## src/rtl/core/smm_pkg.sv

```systemverilog
// ----------------------------------------------------------------------------
// smm_pkg
// Shared constants, lane type and fixed-point helpers for the sine/cosine
// minimax pipeline.
// ----------------------------------------------------------------------------
package smm_pkg;

   localparam int ANGLE_FRAC_BITS  = 24;
   localparam int RESULT_FRAC_BITS = 30;

   localparam int ANGLE_W  = 32;
   localparam int RESULT_W = 32;
   localparam int ACC_W    = 36;
   localparam int Q_W      = 32 - ANGLE_FRAC_BITS;
   localparam int RED_W    = 70 - ANGLE_FRAC_BITS;
   localparam int CELLS    = 5;

   localparam longint INV2PI_Q32  = 64'd683565276;
   localparam longint PI_Q32      = 64'd13493037705;
   localparam longint TWO_PI_Q32  = 64'd26986075410;
   localparam longint HALF_PI_Q32 = 64'd6746518852;
   localparam longint ONE_Q30     = 64'd1073741824;

   localparam logic signed [ACC_W-1:0] SIN_INIT = -ACC_W'(26);
   localparam logic signed [ACC_W-1:0] COS_INIT = -ACC_W'(280);

   localparam logic signed [ACC_W-1:0] SIN_ADD [CELLS] = '{
      ACC_W'(2956), -ACC_W'(213040), ACC_W'(8947846), -ACC_W'(178956974),
      ACC_W'(ONE_Q30)
   };
   localparam logic signed [ACC_W-1:0] COS_ADD [CELLS] = '{
      ACC_W'(26586), -ACC_W'(1491253), ACC_W'(44739212), -ACC_W'(536870912),
      ACC_W'(ONE_Q30)
   };

   typedef struct packed {
      logic [31:0]              y2;
      logic [31:0]              m30;
      logic                     sin_neg;
      logic                     cos_neg;
      logic signed [ACC_W-1:0]  sin_acc;
      logic signed [ACC_W-1:0]  cos_acc;
   } lane_type;

   // Q2.30 product of a signed value and an unsigned value, rounded half
   // away from zero on the magnitude
   function automatic logic signed [ACC_W-1:0] mul_q30(
      input logic signed [ACC_W-1:0] a,
      input logic        [31:0]      b
   );
      logic [ACC_W-1:0]    ua;
      logic [ACC_W+31:0]   p;
      logic [ACC_W+31:0]   r;
      ua = a[ACC_W-1] ? ACC_W'(-a) : ACC_W'(a);
      p  = (ACC_W+32)'(ua) * (ACC_W+32)'(b);
      r  = (p + ((ACC_W+32)'(1) << 29)) >> 30;
      return a[ACC_W-1] ? -$signed(r[ACC_W-1:0]) : $signed(r[ACC_W-1:0]);
   endfunction

endpackage

```

## src/rtl/core/smm_front.sv

```systemverilog
// ----------------------------------------------------------------------------
// smm_front
// Range reduction, fold to [-pi/2,pi/2] and squaring: four pipeline stages.
// ----------------------------------------------------------------------------
module smm_front (
   input  logic                                  clock,
   input  logic                                  reset,
   input  logic                                  in_valid,
   output logic                                  in_ready,
   input  logic signed [smm_pkg::ANGLE_W-1:0]    in_angle,
   output logic                                  out_valid,
   input  logic                                  out_ready,
   output smm_pkg::lane_type                     out_lane
);
   import smm_pkg::*;

   logic v1_ff, v2_ff, v3_ff, v4_ff;
   logic v1_in, v2_in, v3_in, v4_in;
   logic rdy1, rdy2, rdy3, rdy4;

   logic [61:0]                 prod_ff, prod_in;
   logic                        neg1_ff;
   logic signed [ANGLE_W-1:0]   a1_ff;
   logic signed [RED_W-1:0]     y_ff, y_in;
   logic [31:0]                 m30_ff, m30_in;
   logic                        yneg_ff, yneg_in, flip_ff, flip_in;
   logic [31:0]                 y2_ff, y2_in;
   logic [31:0]                 m30_4_ff;
   logic                        yneg4_ff, flip4_ff;

   logic [ANGLE_W-1:0]          amag;
   logic [63:0]                 q_sum;
   logic [Q_W-1:0]              q;
   logic signed [Q_W:0]         qs;
   logic signed [RED_W-1:0]     yf;
   logic [RED_W-1:0]            ym;
   logic [63:0]                 sq;

   assign rdy4     = !v4_ff || out_ready;
   assign rdy3     = !v3_ff || rdy4;
   assign rdy2     = !v2_ff || rdy3;
   assign rdy1     = !v1_ff || rdy2;
   assign in_ready = rdy1;

   assign v1_in = rdy1 ? in_valid : v1_ff;
   assign v2_in = rdy2 ? v1_ff : v2_ff;
   assign v3_in = rdy3 ? v2_ff : v3_ff;
   assign v4_in = rdy4 ? v3_ff : v4_ff;

   always_comb begin
      amag    = in_angle[ANGLE_W-1] ? ANGLE_W'(-in_angle) : ANGLE_W'(in_angle);
      prod_in = 62'(amag) * 62'(INV2PI_Q32);

      q_sum = 64'(prod_ff) + (64'(1) << (ANGLE_FRAC_BITS + 31));
      q     = q_sum[ANGLE_FRAC_BITS+32 +: Q_W];
      qs    = neg1_ff ? -$signed({1'b0, q}) : $signed({1'b0, q});
      y_in  = (RED_W'(a1_ff) <<< (32 - ANGLE_FRAC_BITS))
            - RED_W'(qs) * RED_W'(TWO_PI_Q32);

      flip_in = 1'b0;
      yf      = y_ff;
      if (y_ff > RED_W'(HALF_PI_Q32)) begin
         yf      = RED_W'(PI_Q32) - y_ff;
         flip_in = 1'b1;
      end else if (y_ff < -RED_W'(HALF_PI_Q32)) begin
         yf      = -RED_W'(PI_Q32) - y_ff;
         flip_in = 1'b1;
      end
      yneg_in = yf[RED_W-1];
      ym      = yneg_in ? RED_W'(-yf) : RED_W'(yf);
      m30_in  = 32'((ym + RED_W'(2)) >> 2);

      sq    = 64'(m30_ff) * 64'(m30_ff);
      y2_in = 32'((sq + (64'(1) << 29)) >> 30);
   end

   always_ff @(posedge clock) begin
      if (reset) begin
         v1_ff <= 1'b0;
         v2_ff <= 1'b0;
         v3_ff <= 1'b0;
         v4_ff <= 1'b0;
      end else begin
         v1_ff <= v1_in;
         v2_ff <= v2_in;
         v3_ff <= v3_in;
         v4_ff <= v4_in;
      end
   end

   always_ff @(posedge clock) begin
      if (rdy1) begin
         prod_ff <= prod_in;
         neg1_ff <= in_angle[ANGLE_W-1];
         a1_ff   <= in_angle;
      end
      if (rdy2) begin
         y_ff <= y_in;
      end
      if (rdy3) begin
         m30_ff  <= m30_in;
         yneg_ff <= yneg_in;
         flip_ff <= flip_in;
      end
      if (rdy4) begin
         y2_ff    <= y2_in;
         m30_4_ff <= m30_ff;
         yneg4_ff <= yneg_ff;
         flip4_ff <= flip_ff;
      end
   end

   assign out_valid        = v4_ff;
   assign out_lane.y2      = y2_ff;
   assign out_lane.m30     = m30_4_ff;
   assign out_lane.sin_neg = yneg4_ff;
   assign out_lane.cos_neg = flip4_ff;
   assign out_lane.sin_acc = SIN_INIT;
   assign out_lane.cos_acc = COS_INIT;

endmodule

```

## config.mk

```make
export PLATFORM = sky130hd
export DESIGN_NAME = smm_front
export DESIGN_NICKNAME = d
export VERILOG_FILES = /design/src/rtl/core/smm_pkg.sv /design/src/rtl/core/smm_front.sv
export SDC_FILE = /design/constraint.sdc
export NUM_CORES = 2
export LEC_CHECK = 0
export BUFFER_PORTS_ARGS = -buffer_cell sky130_fd_sc_hd__buf_2
export CORE_MARGIN = 5
export CORE_UTILIZATION = 65
export DETAILED_ROUTE_END_ITERATION = 8
export PLACE_DENSITY = 0.88
export SLEW_MARGIN = 20
export SYNTH_ARGS = -nofsm -noshare
export SYNTH_HDL_FRONTEND = slang
export SYNTH_SLANG_ARGS = --single-unit
```

## constraint.sdc

```tcl
create_clock -name clock -period 28 [get_ports clock]
set_clock_uncertainty 0.05 [all_clocks]
set_input_delay 2.8 -clock clock [delete_from_list [all_inputs] [get_ports clock]]
set_output_delay 2.8 -clock clock [all_outputs]
set_load 0.02 [all_outputs]
```

==> results.md <==
- Fillers: 6447
- # setup viols final: 0
- Synth Area in XOR/XNOR: 3.62%
- Pin count of the biggest net entering global routing: 67
- Met3 routed WL: 12600 µm
- Mean post-synth cell area: 10.1 µm²
- CP most frequent cell: a21o_1
- CTS tree: built
- Mapped Area: 58500 µm²
- Routed vias: 41200
- Post-CTS sizing: 0
- Area Overhead vs Synth: 3.67%
- TritonRoute pass-1 iters: 6
- Die ar.: 96100 µm²
- Final TNS setup: 0 ns
- R2R Setup Slk: 17.34 ns
- Max stage delay on crit path: 0.57 ns
- HPWL Detailed: 123000 µm
- I/O Buffers: 103
- Worst skew pair latency: 0.50 ns
- Clk pin slew, worst setup/hold paths: 0.08 ns
- Die W: 310 µm
- DRT Wirelength: 149000 µm
- Path category of the worst min-delay check: reg -> reg
- 1st-iter DRT viols: 2936
- GRT Overall Usage: 32.3%
- Multiplexer share of the synthesized area: 0.167%
- Core region area: 89600 µm²
- Post-Syn Instances: 5811
- RD Place Congestion: 1.01
- DRC: 0
- Root buf cell: clkbuf_16
- Worst path slowest cell: or4_1
- Initial core utilization: 65.3%
- Hold Startpoint: yneg_ff
- CTS H-Tree Depth: 4
- Post-synthesis async set-or-reset flop share: 0%
- Top Metal Used: met5
- Vias in the first global route: 45800
- Largest family of logic cells by synthesized area: adder cells
- Max-cap violations: 0
- #FFs+latches synth: 188
- Synthesis warning total: 0
- CP Capture Type: flop
- Wl on met1: 54000 µm
- Headroom to the max-slew limit: 22.8%
- Compound-cell area share of the yosys netlist: 6.52%
- Critical Path RT: 28.20 ns
- Fin. Hold Viols: 0
- Vias/cell: 5.88
- Achievable Freq: 0.0855 GHz
- Clk buf depth: 2
- Crit path max fanout: 11
- Worst setup startpoint: in_angle[0]
- Setup CP Type: in -> reg
- Count of cell types in the netlist: 103
- Startpoint Class: input port
- Critical Path AT: 11.89 ns
- Number of synthesized flops with an enable pin: 184
- DRT antenna net count: 0
- Final slew viol count: 0
- Synth Area in Adders: 59.1%
- Reg2reg start: m30_ff[23]
- Post CTS Setup Buffer Count: 0
- Worst Max-Slew Pin Slew: 1.15 ns
- Post-CTS Hold Buffers: 0
- Rows: 110
- Fin nets: 7888
- Period utilization: 41.7%
- CTS buffer count: 17
- Simple-Gate Fraction of Synth Area: 9.44%
- WL/cell: 21.3 µm
- Global route overflow: 0
- Initial antenna violation count: 4
- RSZ-0062 raised after global routing: no
- Worst path bufs/invs: 6
- Register area share after synthesis: 9.58%
- Fin crit period: 11.69 ns
- Crit path max-delay family: adder cells
- Layout cells sized above 1: 4.42%
- Met2 wire length: 72700 µm
- Clock sink count: 188
- Vert. Die Dim: 310 µm
- First-pass GRT wire length: 241000 µm
- Status: finished clean
- Synth Flop Type: edfxtp_1
- Num ports: 176
## Yosys cell counts (21+ instances only)
cell type  count  area share [%]
xnor2_1      153             2.3
nor3_1        50            0.43
xor2_1        87             1.3
a31oi_1       21            0.22
buf_4         74            0.95
o21ai_0       95            0.81
edfxtp_1     184             9.4
nand2b_1      25            0.27
and2_1       249             2.7
a21o_1        80             1.0
nand4_1       26            0.28
nand3_1       57            0.49
ha_1         790              17
clkbuf_1     133            0.85
a21oi_1      146             1.2
fa_1        1233              42
nor2_1       174             1.1
and3_1        23            0.25
o211ai_1      21            0.27
inv_1       1471             9.4
nor2b_1       34            0.36
nand2_1      334             2.1
## final timing paths
check / endpoint / depth (start not counted)
setup / recovery: prod_ff[59] / 34
hold reg to reg: yneg4_ff / 0
hold / removal: yneg4_ff / 0
setup reg to reg: y2_ff[31] / 32
## cell families (layout without fill, tap and decap cells)
kind of cell | Yosys count | in the layout
adders and majority gates | 2023 | 2023
buffers and inverters | 1711 | 1672
and+or+nand+nor | 1079 | 1079
AOI/OAI and AO/OA | 560 | 560
xor gates and xnor gates | 241 | 241
DFF | 188 | 188
muxes | 7 | 7
other | 2 | 73
## layout make-up
class                   instances  area [µm²]  area share, %
diodes                          1        2.50        0.00413
well taps                    1176        1470           2.43
clock buffers                  17         425          0.702
multi-input cells            3982       46400           76.5
inverters                    1479        5550           9.16
flip-flops and latches        188        5610           9.25
clock inverters                15         226          0.374
repair buffers                161         948           1.56
## per-stage QoR
stage | instance area, µm² | cells | util, % | hold WS [ns] | worst slack, ns
after CTS | 60600 | 7017 | 67.6 | 0.377 | 16.42
final | 60600 | 7019 | 67.7 | 0.375 | 16.31
after global placement | 60000 | 6985 | 66.9 | 0.354 | 16.07
after detailed placement | 60000 | 6985 | 66.9 | 0.357 | 15.94
after floorplan | 58700 | 5881 | - | 0.350 | 16.84
after global routing | 60600 | 7019 | 67.7 | 0.394 | 15.79
## worst reg2reg max path: cells and delay by family, from the launching register on
kind | cells | cell delay (ns)
AOI/OAI and AO/OA | 11 | 3.38
adders and majority gates | 9 | 4.28
buffers and inverters | 8 | 1.39
xor gates and xnor gates | 1 | 0.10
and+or+nand+nor | 3 | 0.91
DFF | 1 | 0.34
## registers in the layout, summed over array words and instances (netlist names)
signal	flops
y_ff	45
m30_4_ff	32
m30_ff	32
y2_ff	32
a1_ff	31
prod_ff	7
flip4_ff	1
flip_ff	1
neg1_ff	1
out_valid	1
v1_ff	1
v2_ff	1
v3_ff	1
yneg4_ff	1
yneg_ff	1
## placed cells by master (no fill, tap or decap), drive strengths merged, types with 28 or more instances in the layout
cell / instances
xor2: 88
inv: 1485
nor2b: 34
nand3: 57
o21ai: 99
a21o: 80
buf: 160
nand4: 28
fa: 1233
xnor2: 153
nand2: 334
a21oi: 148
nor3: 51
and2: 249
edfxtp: 184
ha: 790
conb: 72
nor2: 175
## per-layer routing
| layer | track usage (%) | up-vias |
|---|---|---|
| met4 | 17.4 | 4 |
| li1 | - | 17900 |
| met2 | 54.8 | 2018 |
| met1 | 39.6 | 20600 |
| met5 | 0 | - |
| met3 | 6.21 | 642 |
Power is left out: the tool's default activity adds up to more than one toggle a clock period on the data nets, which glitch-free logic cannot reach.
