[src/rtl/core/smm_pkg.sv]
// ----------------------------------------------------------------------------
// smm_pkg
// Shared constants, lane type and fixed-point helpers for the sine/cosine
// minimax pipeline.
// ----------------------------------------------------------------------------
package smm_pkg;

   localparam int ANGLE_FRAC_BITS  = 24;
   localparam int RESULT_FRAC_BITS = 30;

   localparam int ANGLE_W  = 32;
   localparam int RESULT_W = 32;
   localparam int ACC_W    = 36;
   localparam int Q_W      = 32 - ANGLE_FRAC_BITS;
   localparam int RED_W    = 70 - ANGLE_FRAC_BITS;
   localparam int CELLS    = 5;

   localparam longint INV2PI_Q32  = 64'd683565276;
   localparam longint PI_Q32      = 64'd13493037705;
   localparam longint TWO_PI_Q32  = 64'd26986075410;
   localparam longint HALF_PI_Q32 = 64'd6746518852;
   localparam longint ONE_Q30     = 64'd1073741824;

   localparam logic signed [ACC_W-1:0] SIN_INIT = -ACC_W'(26);
   localparam logic signed [ACC_W-1:0] COS_INIT = -ACC_W'(280);

   localparam logic signed [ACC_W-1:0] SIN_ADD [CELLS] = '{
      ACC_W'(2956), -ACC_W'(213040), ACC_W'(8947846), -ACC_W'(178956974),
      ACC_W'(ONE_Q30)
   };
   localparam logic signed [ACC_W-1:0] COS_ADD [CELLS] = '{
      ACC_W'(26586), -ACC_W'(1491253), ACC_W'(44739212), -ACC_W'(536870912),
      ACC_W'(ONE_Q30)
   };

   typedef struct packed {
      logic [31:0]              y2;
      logic [31:0]              m30;
      logic                     sin_neg;
      logic                     cos_neg;
      logic signed [ACC_W-1:0]  sin_acc;
      logic signed [ACC_W-1:0]  cos_acc;
   } lane_type;

   // Q2.30 product of a signed value and an unsigned value, rounded half
   // away from zero on the magnitude
   function automatic logic signed [ACC_W-1:0] mul_q30(
      input logic signed [ACC_W-1:0] a,
      input logic        [31:0]      b
   );
      logic [ACC_W-1:0]    ua;
      logic [ACC_W+31:0]   p;
      logic [ACC_W+31:0]   r;
      ua = a[ACC_W-1] ? ACC_W'(-a) : ACC_W'(a);
      p  = (ACC_W+32)'(ua) * (ACC_W+32)'(b);
      r  = (p + ((ACC_W+32)'(1) << 29)) >> 30;
      return a[ACC_W-1] ? -$signed(r[ACC_W-1:0]) : $signed(r[ACC_W-1:0]);
   endfunction

endpackage

[src/rtl/core/smm_finish.sv]
// ----------------------------------------------------------------------------
// smm_finish
// Final sine multiply and sign fix, then rounding and clamp into the output
// register.
// ----------------------------------------------------------------------------
module smm_finish (
   input  logic                                   clock,
   input  logic                                   reset,
   input  logic                                   in_valid,
   output logic                                   in_ready,
   input  smm_pkg::lane_type                      in_lane,
   output logic                                   out_valid,
   input  logic                                   out_ready,
   output logic signed [smm_pkg::RESULT_W-1:0]    out_sine,
   output logic signed [smm_pkg::RESULT_W-1:0]    out_cosine
);
   import smm_pkg::*;

   localparam int SH = 30 - RESULT_FRAC_BITS;
   localparam logic [ACC_W-1:0] RND = (ACC_W'(1) << SH) >> 1;
   localparam logic [ACC_W-1:0] LIM = ACC_W'(1) << RESULT_FRAC_BITS;

   logic v1_ff, v1_in, v2_ff, v2_in;
   logic rdy1, rdy2;

   logic signed [ACC_W-1:0]    s_ff, s_in, c_ff, c_in;
   logic signed [ACC_W-1:0]    sp;
   logic signed [RESULT_W-1:0] so_ff, so_in, co_ff, co_in;

   function automatic logic signed [RESULT_W-1:0] to_out(
      input logic signed [ACC_W-1:0] v
   );
      logic [ACC_W-1:0] mag;
      logic [ACC_W-1:0] r;
      mag = v[ACC_W-1] ? ACC_W'(-v) : ACC_W'(v);
      r   = (mag + RND) >> SH;
      if (r > LIM) begin
         r = LIM;
      end
      return v[ACC_W-1] ? -$signed(r[RESULT_W-1:0]) : $signed(r[RESULT_W-1:0]);
   endfunction

   assign rdy2     = !v2_ff || out_ready;
   assign rdy1     = !v1_ff || rdy2;
   assign in_ready = rdy1;
   assign v1_in    = rdy1 ? in_valid : v1_ff;
   assign v2_in    = rdy2 ? v1_ff : v2_ff;

   always_comb begin
      sp    = mul_q30(in_lane.sin_acc, in_lane.m30);
      s_in  = in_lane.sin_neg ? -sp : sp;
      c_in  = in_lane.cos_neg ? -in_lane.cos_acc : in_lane.cos_acc;
      so_in = to_out(s_ff);
      co_in = to_out(c_ff);
   end

   always_ff @(posedge clock) begin
      if (reset) begin
         v1_ff <= 1'b0;
         v2_ff <= 1'b0;
      end else begin
         v1_ff <= v1_in;
         v2_ff <= v2_in;
      end
   end

   always_ff @(posedge clock) begin
      if (rdy1) begin
         s_ff <= s_in;
         c_ff <= c_in;
      end
      if (rdy2) begin
         so_ff <= so_in;
         co_ff <= co_in;
      end
   end

   assign out_valid  = v2_ff;
   assign out_sine   = so_ff;
   assign out_cosine = co_ff;

endmodule

[config.mk]
export PLATFORM = sky130hd
export DESIGN_NAME = smm_finish
export DESIGN_NICKNAME = d
export VERILOG_FILES = /design/src/rtl/core/smm_pkg.sv /design/src/rtl/core/smm_finish.sv
export SDC_FILE = /design/constraint.sdc
export NUM_CORES = 2
export LEC_CHECK = 0
export BUFFER_PORTS_ARGS = -buffer_cell sky130_fd_sc_hd__buf_2
export CELL_PAD_IN_SITES_DETAIL_PLACEMENT = 0
export CELL_PAD_IN_SITES_GLOBAL_PLACEMENT = 2
export CORE_ASPECT_RATIO = 2
export CORE_MARGIN = 1.5
export CORE_UTILIZATION = 42
export CTS_BUF_LIST = sky130_fd_sc_hd__clkbuf_2
export DETAILED_ROUTE_END_ITERATION = 8
export HOLD_SLACK_MARGIN = 0.15
export PLACE_DENSITY = 0.85
export SYNTH_ARGS = -nofsm -noshare
export SYNTH_HDL_FRONTEND = slang
export SYNTH_SLANG_ARGS = --single-unit
[constraint.sdc]
create_clock -name clock -period 18.3 [get_ports clock]
set_input_delay 3.66 -clock clock [delete_from_list [all_inputs] [get_ports clock]]
set_output_delay 3.66 -clock clock [all_outputs]
set_load 0.01 [all_outputs]
==> summary by stage <==
Critical path
The family with the most delay on the worst path is simple AND/OR/NAND/NOR gates. The critical register-to-register path startpoint is c_ff[3]$_DFFE_PP_. The number of buffers and inverters on the critical path is 7. The required time of the worst setup path is 18980 ps. The cell with the largest stage delay on the worst path is sky130_fd_sc_hd__or4_1. In this run the worst path has a maximum fanout of 15.

The endpoint identified for the worst register-to-register timing path is out_cosine[30]$_DFFE_PP_. Counting cells, the worst reg-to-reg path comes to 17. Across all register-to-register paths, the minimum setup slack is 11920 ps. The worst setup path is captured at a register.

The cell that appears most often on the critical path is sky130_fd_sc_hd__fa_1. The worst setup path is of the input port to register kind. The worst setup path is launched from an input port. For the worst setup path, the data arrival time is 17500 ps. The largest single stage delay on the critical path is 740 ps.

Routing
For this run, design rule violations remaining after detail routing come to 0. The sum of routed wire segments on met1 is 52530 µm. The number of routed nets with antenna violations is 0. After detailed routing, the number of vias per cell comes to 5.547. The first TritonRoute pass finished after 5 iterations. For this block, the via count after detailed routing is 39660.

After the first detailed-routing iteration, the DRC count stood at 1986. The total length of routed met3 wires is 6403 µm. The wire length per cell is 23.06 µm. The overall routed net length is 164800 µm.

The total length of routed met2 wires is 92100 µm. In this run the top signal layer used is met4.

Logic synthesis
During synthesis, Yosys emitted a total of 0 warnings. In this run, synthesis inferred 136 flip-flops with an integrated enable. The share of the Yosys chip area taken by registers is 0.08281.

The commonest register cell after synthesis is sky130_fd_sc_hd__edfxtp_1. The count of cell types in the netlist is 102. The synthesized design contains 138 register bits. Of the post-synthesis cell area, the dominant cell type holds 0.4084. Sorting the synthesized cells by area gives the leading types as sky130_fd_sc_hd__fa_1 41%, sky130_fd_sc_hd__and2_1 8.8%, sky130_fd_sc_hd__edfxtp_1 8.2%, sky130_fd_sc_hd__inv_1 8.0%, sky130_fd_sc_hd__ha_1 7.2%. Summing every instance area after synthesis gives 0.04980 mm². Of all cell types, the one taking the most synthesized area is sky130_fd_sc_hd__fa_1.

For this run, asynchronously set or reset flops after synthesis account for 0. Synthesis produced 5619 cells. The net count after synthesis is 7064. The mean instance size in the synthesized netlist is 8.863 µm².

Clocking
For this design, the sink count on the clock tree is 138. TritonCTS created 17 clock buffers. The largest buffer count on any clock path is 2. Post-CTS timing repair inserted 0 buffers for setup. The number of levels in the clock H-tree is 4. The TritonCTS clock tree is yes. In this run, post-CTS hold repair placed 0 buffers. The buffer cell driving the clock tree root is sky130_fd_sc_hd__clkbuf_2. The post-CTS resize count is 0. The clock transition at the registers of the reported paths is 290 ps. Clock latency on the worst-skew pair, taken at its later pin, is 880 ps.

Outcome
The flow ran to the end, and the final reports show no timing, DRC or antenna violations.

Timing
The time the final worst path needs with I/O delays and setup is 16820 ps. The total count of max-transition violations in the final report is 0. Setup violations remaining at the end of the flow were counted as 0. For the pin with the worst max-slew slack, the measured transition is 1106 ps. The setup total negative slack is 0 ps.

In the post-route analysis, the smallest setup slack over all paths is 1483 ps. For the final database, setup skew stands at 64.53 ps. The highest attainable clock frequency is 59.46 MHz. The tightest slew margin relative to the limit is 0.2588. In the finished design, the share of the clock period the worst path needs comes to 0.9190. Setup repair after global routing left no endpoint under its margin. The final count of hold timing violations was 0.

Min path
The worst hold path startpoint is v1_ff$_SDFFE_PP0P_. The class of the most critical hold timing path is register to register. The path with the worst hold slack has its endpoint at out_valid$_SDFFE_PP0P_.

The number of cells on the worst hold path is 2.

Finish
Fill cells in the final layout number 11690. Leaving out fill and tap cells, the most frequent cells in the layout are 1059 x sky130_fd_sc_hd__inv_1, 1016 x sky130_fd_sc_hd__fa_1, 704 x sky130_fd_sc_hd__and2_1. In the final design database the tool counted 7043 nets. The commonest non-fill, non-tap cell in the layout is sky130_fd_sc_hd__inv_1.

Of the cells placed in the final design, the portion with a size suffix greater than 1 is 0.07218. Relative to the synthesized area, the layout overhead comes to 5.690%. The finished cells cover 0.05264 mm².

The core occupancy in the finished layout is 0.4476.

Floorplanning
208 I/O pins were placed. The horizontal die dimension is 246.5 µm. The die height is 490.0 µm. The floorplan row count is 178. For this configuration, the core starts out at a cell density of 0.4235. The region available for standard cell placement spans 0.1176 mm². The floorplan step defined a die boundary enclosing 0.1208 mm².

Global routing
The first global-routing pass estimated 253400 µm of wire. The number of antenna violations at the first check in global routing is 15. The global-route total usage across every layer is 0.2810. The total grt overflow is 0.

Entering global routing, the biggest net connects 74 pins. The number of global-route vias before repair was 43950.

Place
The count of input and output buffers is 175. The congestion estimate from routability-driven global placement came to 0.9303. Once detailed placement completed, the half-perimeter wirelength came to 130800 µm.

The post-place instance area is 0.05240 mm². The setup slack at placement is 571.8 ps.

Run
The max-cap violation count is 0.
[worst min-delay path, stage by stage, from the launching register on]
cell and delay [ps]:
sky130_fd_sc_hd__dfxtp_1 400, sky130_fd_sc_hd__nor2_1 110, sky130_fd_sc_hd__nor2_1 40
[final cells by class]
class / count / area, µm² / share of cell area
inverter: 1062 / 3986 / 0.07573
tap: 1530 / 1914 / 0.03637
multi-input combinational: 4110 / 40790 / 0.7749
sequential: 138 / 4124 / 0.07835
timing repair buffer: 269 / 1582 / 0.03005
clock inverter: 15 / 133.9 / 0.002543
clock buffer: 17 / 85.08 / 0.001616
antenna: 9 / 22.52 / 0.0004279
[cells by family after synthesis]
family | after synthesis | share of synthesized area
simple gates | 1912 | 0.2006
buf+inv | 1371 | 0.1042
fa+ha+maj | 1303 | 0.4805
compound gates | 623 | 0.08338
xor+xnor | 256 | 0.04502
flops | 138 | 0.08281
mux | 16 | 0.003442
[metal layers]
layer,vias to the layer above,GRT usage
li1,17400,-
met1,20400,0.2687
met4,0,0.1983
met2,1280,0.5465
met5,-,0
met3,579,0.02736
[worst max-delay path by stage]
stage / startpoint / endpoint / slack (ps) / cells past startpoint
after floorplan: in_lane[38] / s_ff[35]$_DFFE_PP_ / 2880 / 42
after global placement: in_lane[38] / s_ff[35]$_DFFE_PP_ / 520 / 38
after detailed placement: in_lane[38] / s_ff[35]$_DFFE_PP_ / 570 / 38
after CTS: in_lane[38] / s_ff[29]$_DFFE_PP_ / 1580 / 38
after global routing: in_lane[38] / s_ff[35]$_DFFE_PP_ / 790 / 38
final: in_lane[38] / s_ff[35]$_DFFE_PP_ / 1480 / 40
[through the flow]
stage               std cells  hold slack [ps]
floorplan                5619            463.1
global placement         7109            522.6
detailed placement       7109            528.8
CTS                      7141            559.1
global route             7144            616.7
finish                   7150            553.0
[state kept, by name (all words and copies together) (netlist names)]
signal	flops
c_ff	36
out_cosine	32
out_sine	32
out_valid	1
s_ff	36
v1_ff	1
[Yosys cell counts, types with 18 or more instances]
library cell               instances
sky130_fd_sc_hd__nand4_1          45
sky130_fd_sc_hd__nor3_1           46
sky130_fd_sc_hd__or3_1            41
sky130_fd_sc_hd__nand3_1          43
sky130_fd_sc_hd__xor2_1           78
sky130_fd_sc_hd__a31oi_1          21
sky130_fd_sc_hd__nand2_1         680
sky130_fd_sc_hd__and3_1           18
sky130_fd_sc_hd__o31ai_1          43
sky130_fd_sc_hd__a211oi_1         18
sky130_fd_sc_hd__a21oi_1         138
sky130_fd_sc_hd__o22ai_1          23
sky130_fd_sc_hd__xnor2_1         178
sky130_fd_sc_hd__o21ai_0         164
sky130_fd_sc_hd__o41ai_1          21
sky130_fd_sc_hd__or4_1            25
sky130_fd_sc_hd__clkbuf_1        278
sky130_fd_sc_hd__ha_1            287
sky130_fd_sc_hd__a21o_1           27
sky130_fd_sc_hd__nand2b_1         19
sky130_fd_sc_hd__edfxtp_1        136
sky130_fd_sc_hd__fa_1           1016
sky130_fd_sc_hd__inv_1          1060
sky130_fd_sc_hd__and2_1          704
sky130_fd_sc_hd__nor2_1          181
Power is not shown: default switching activity piles up to over one toggle a cycle in this logic, so the estimate is an artifact.
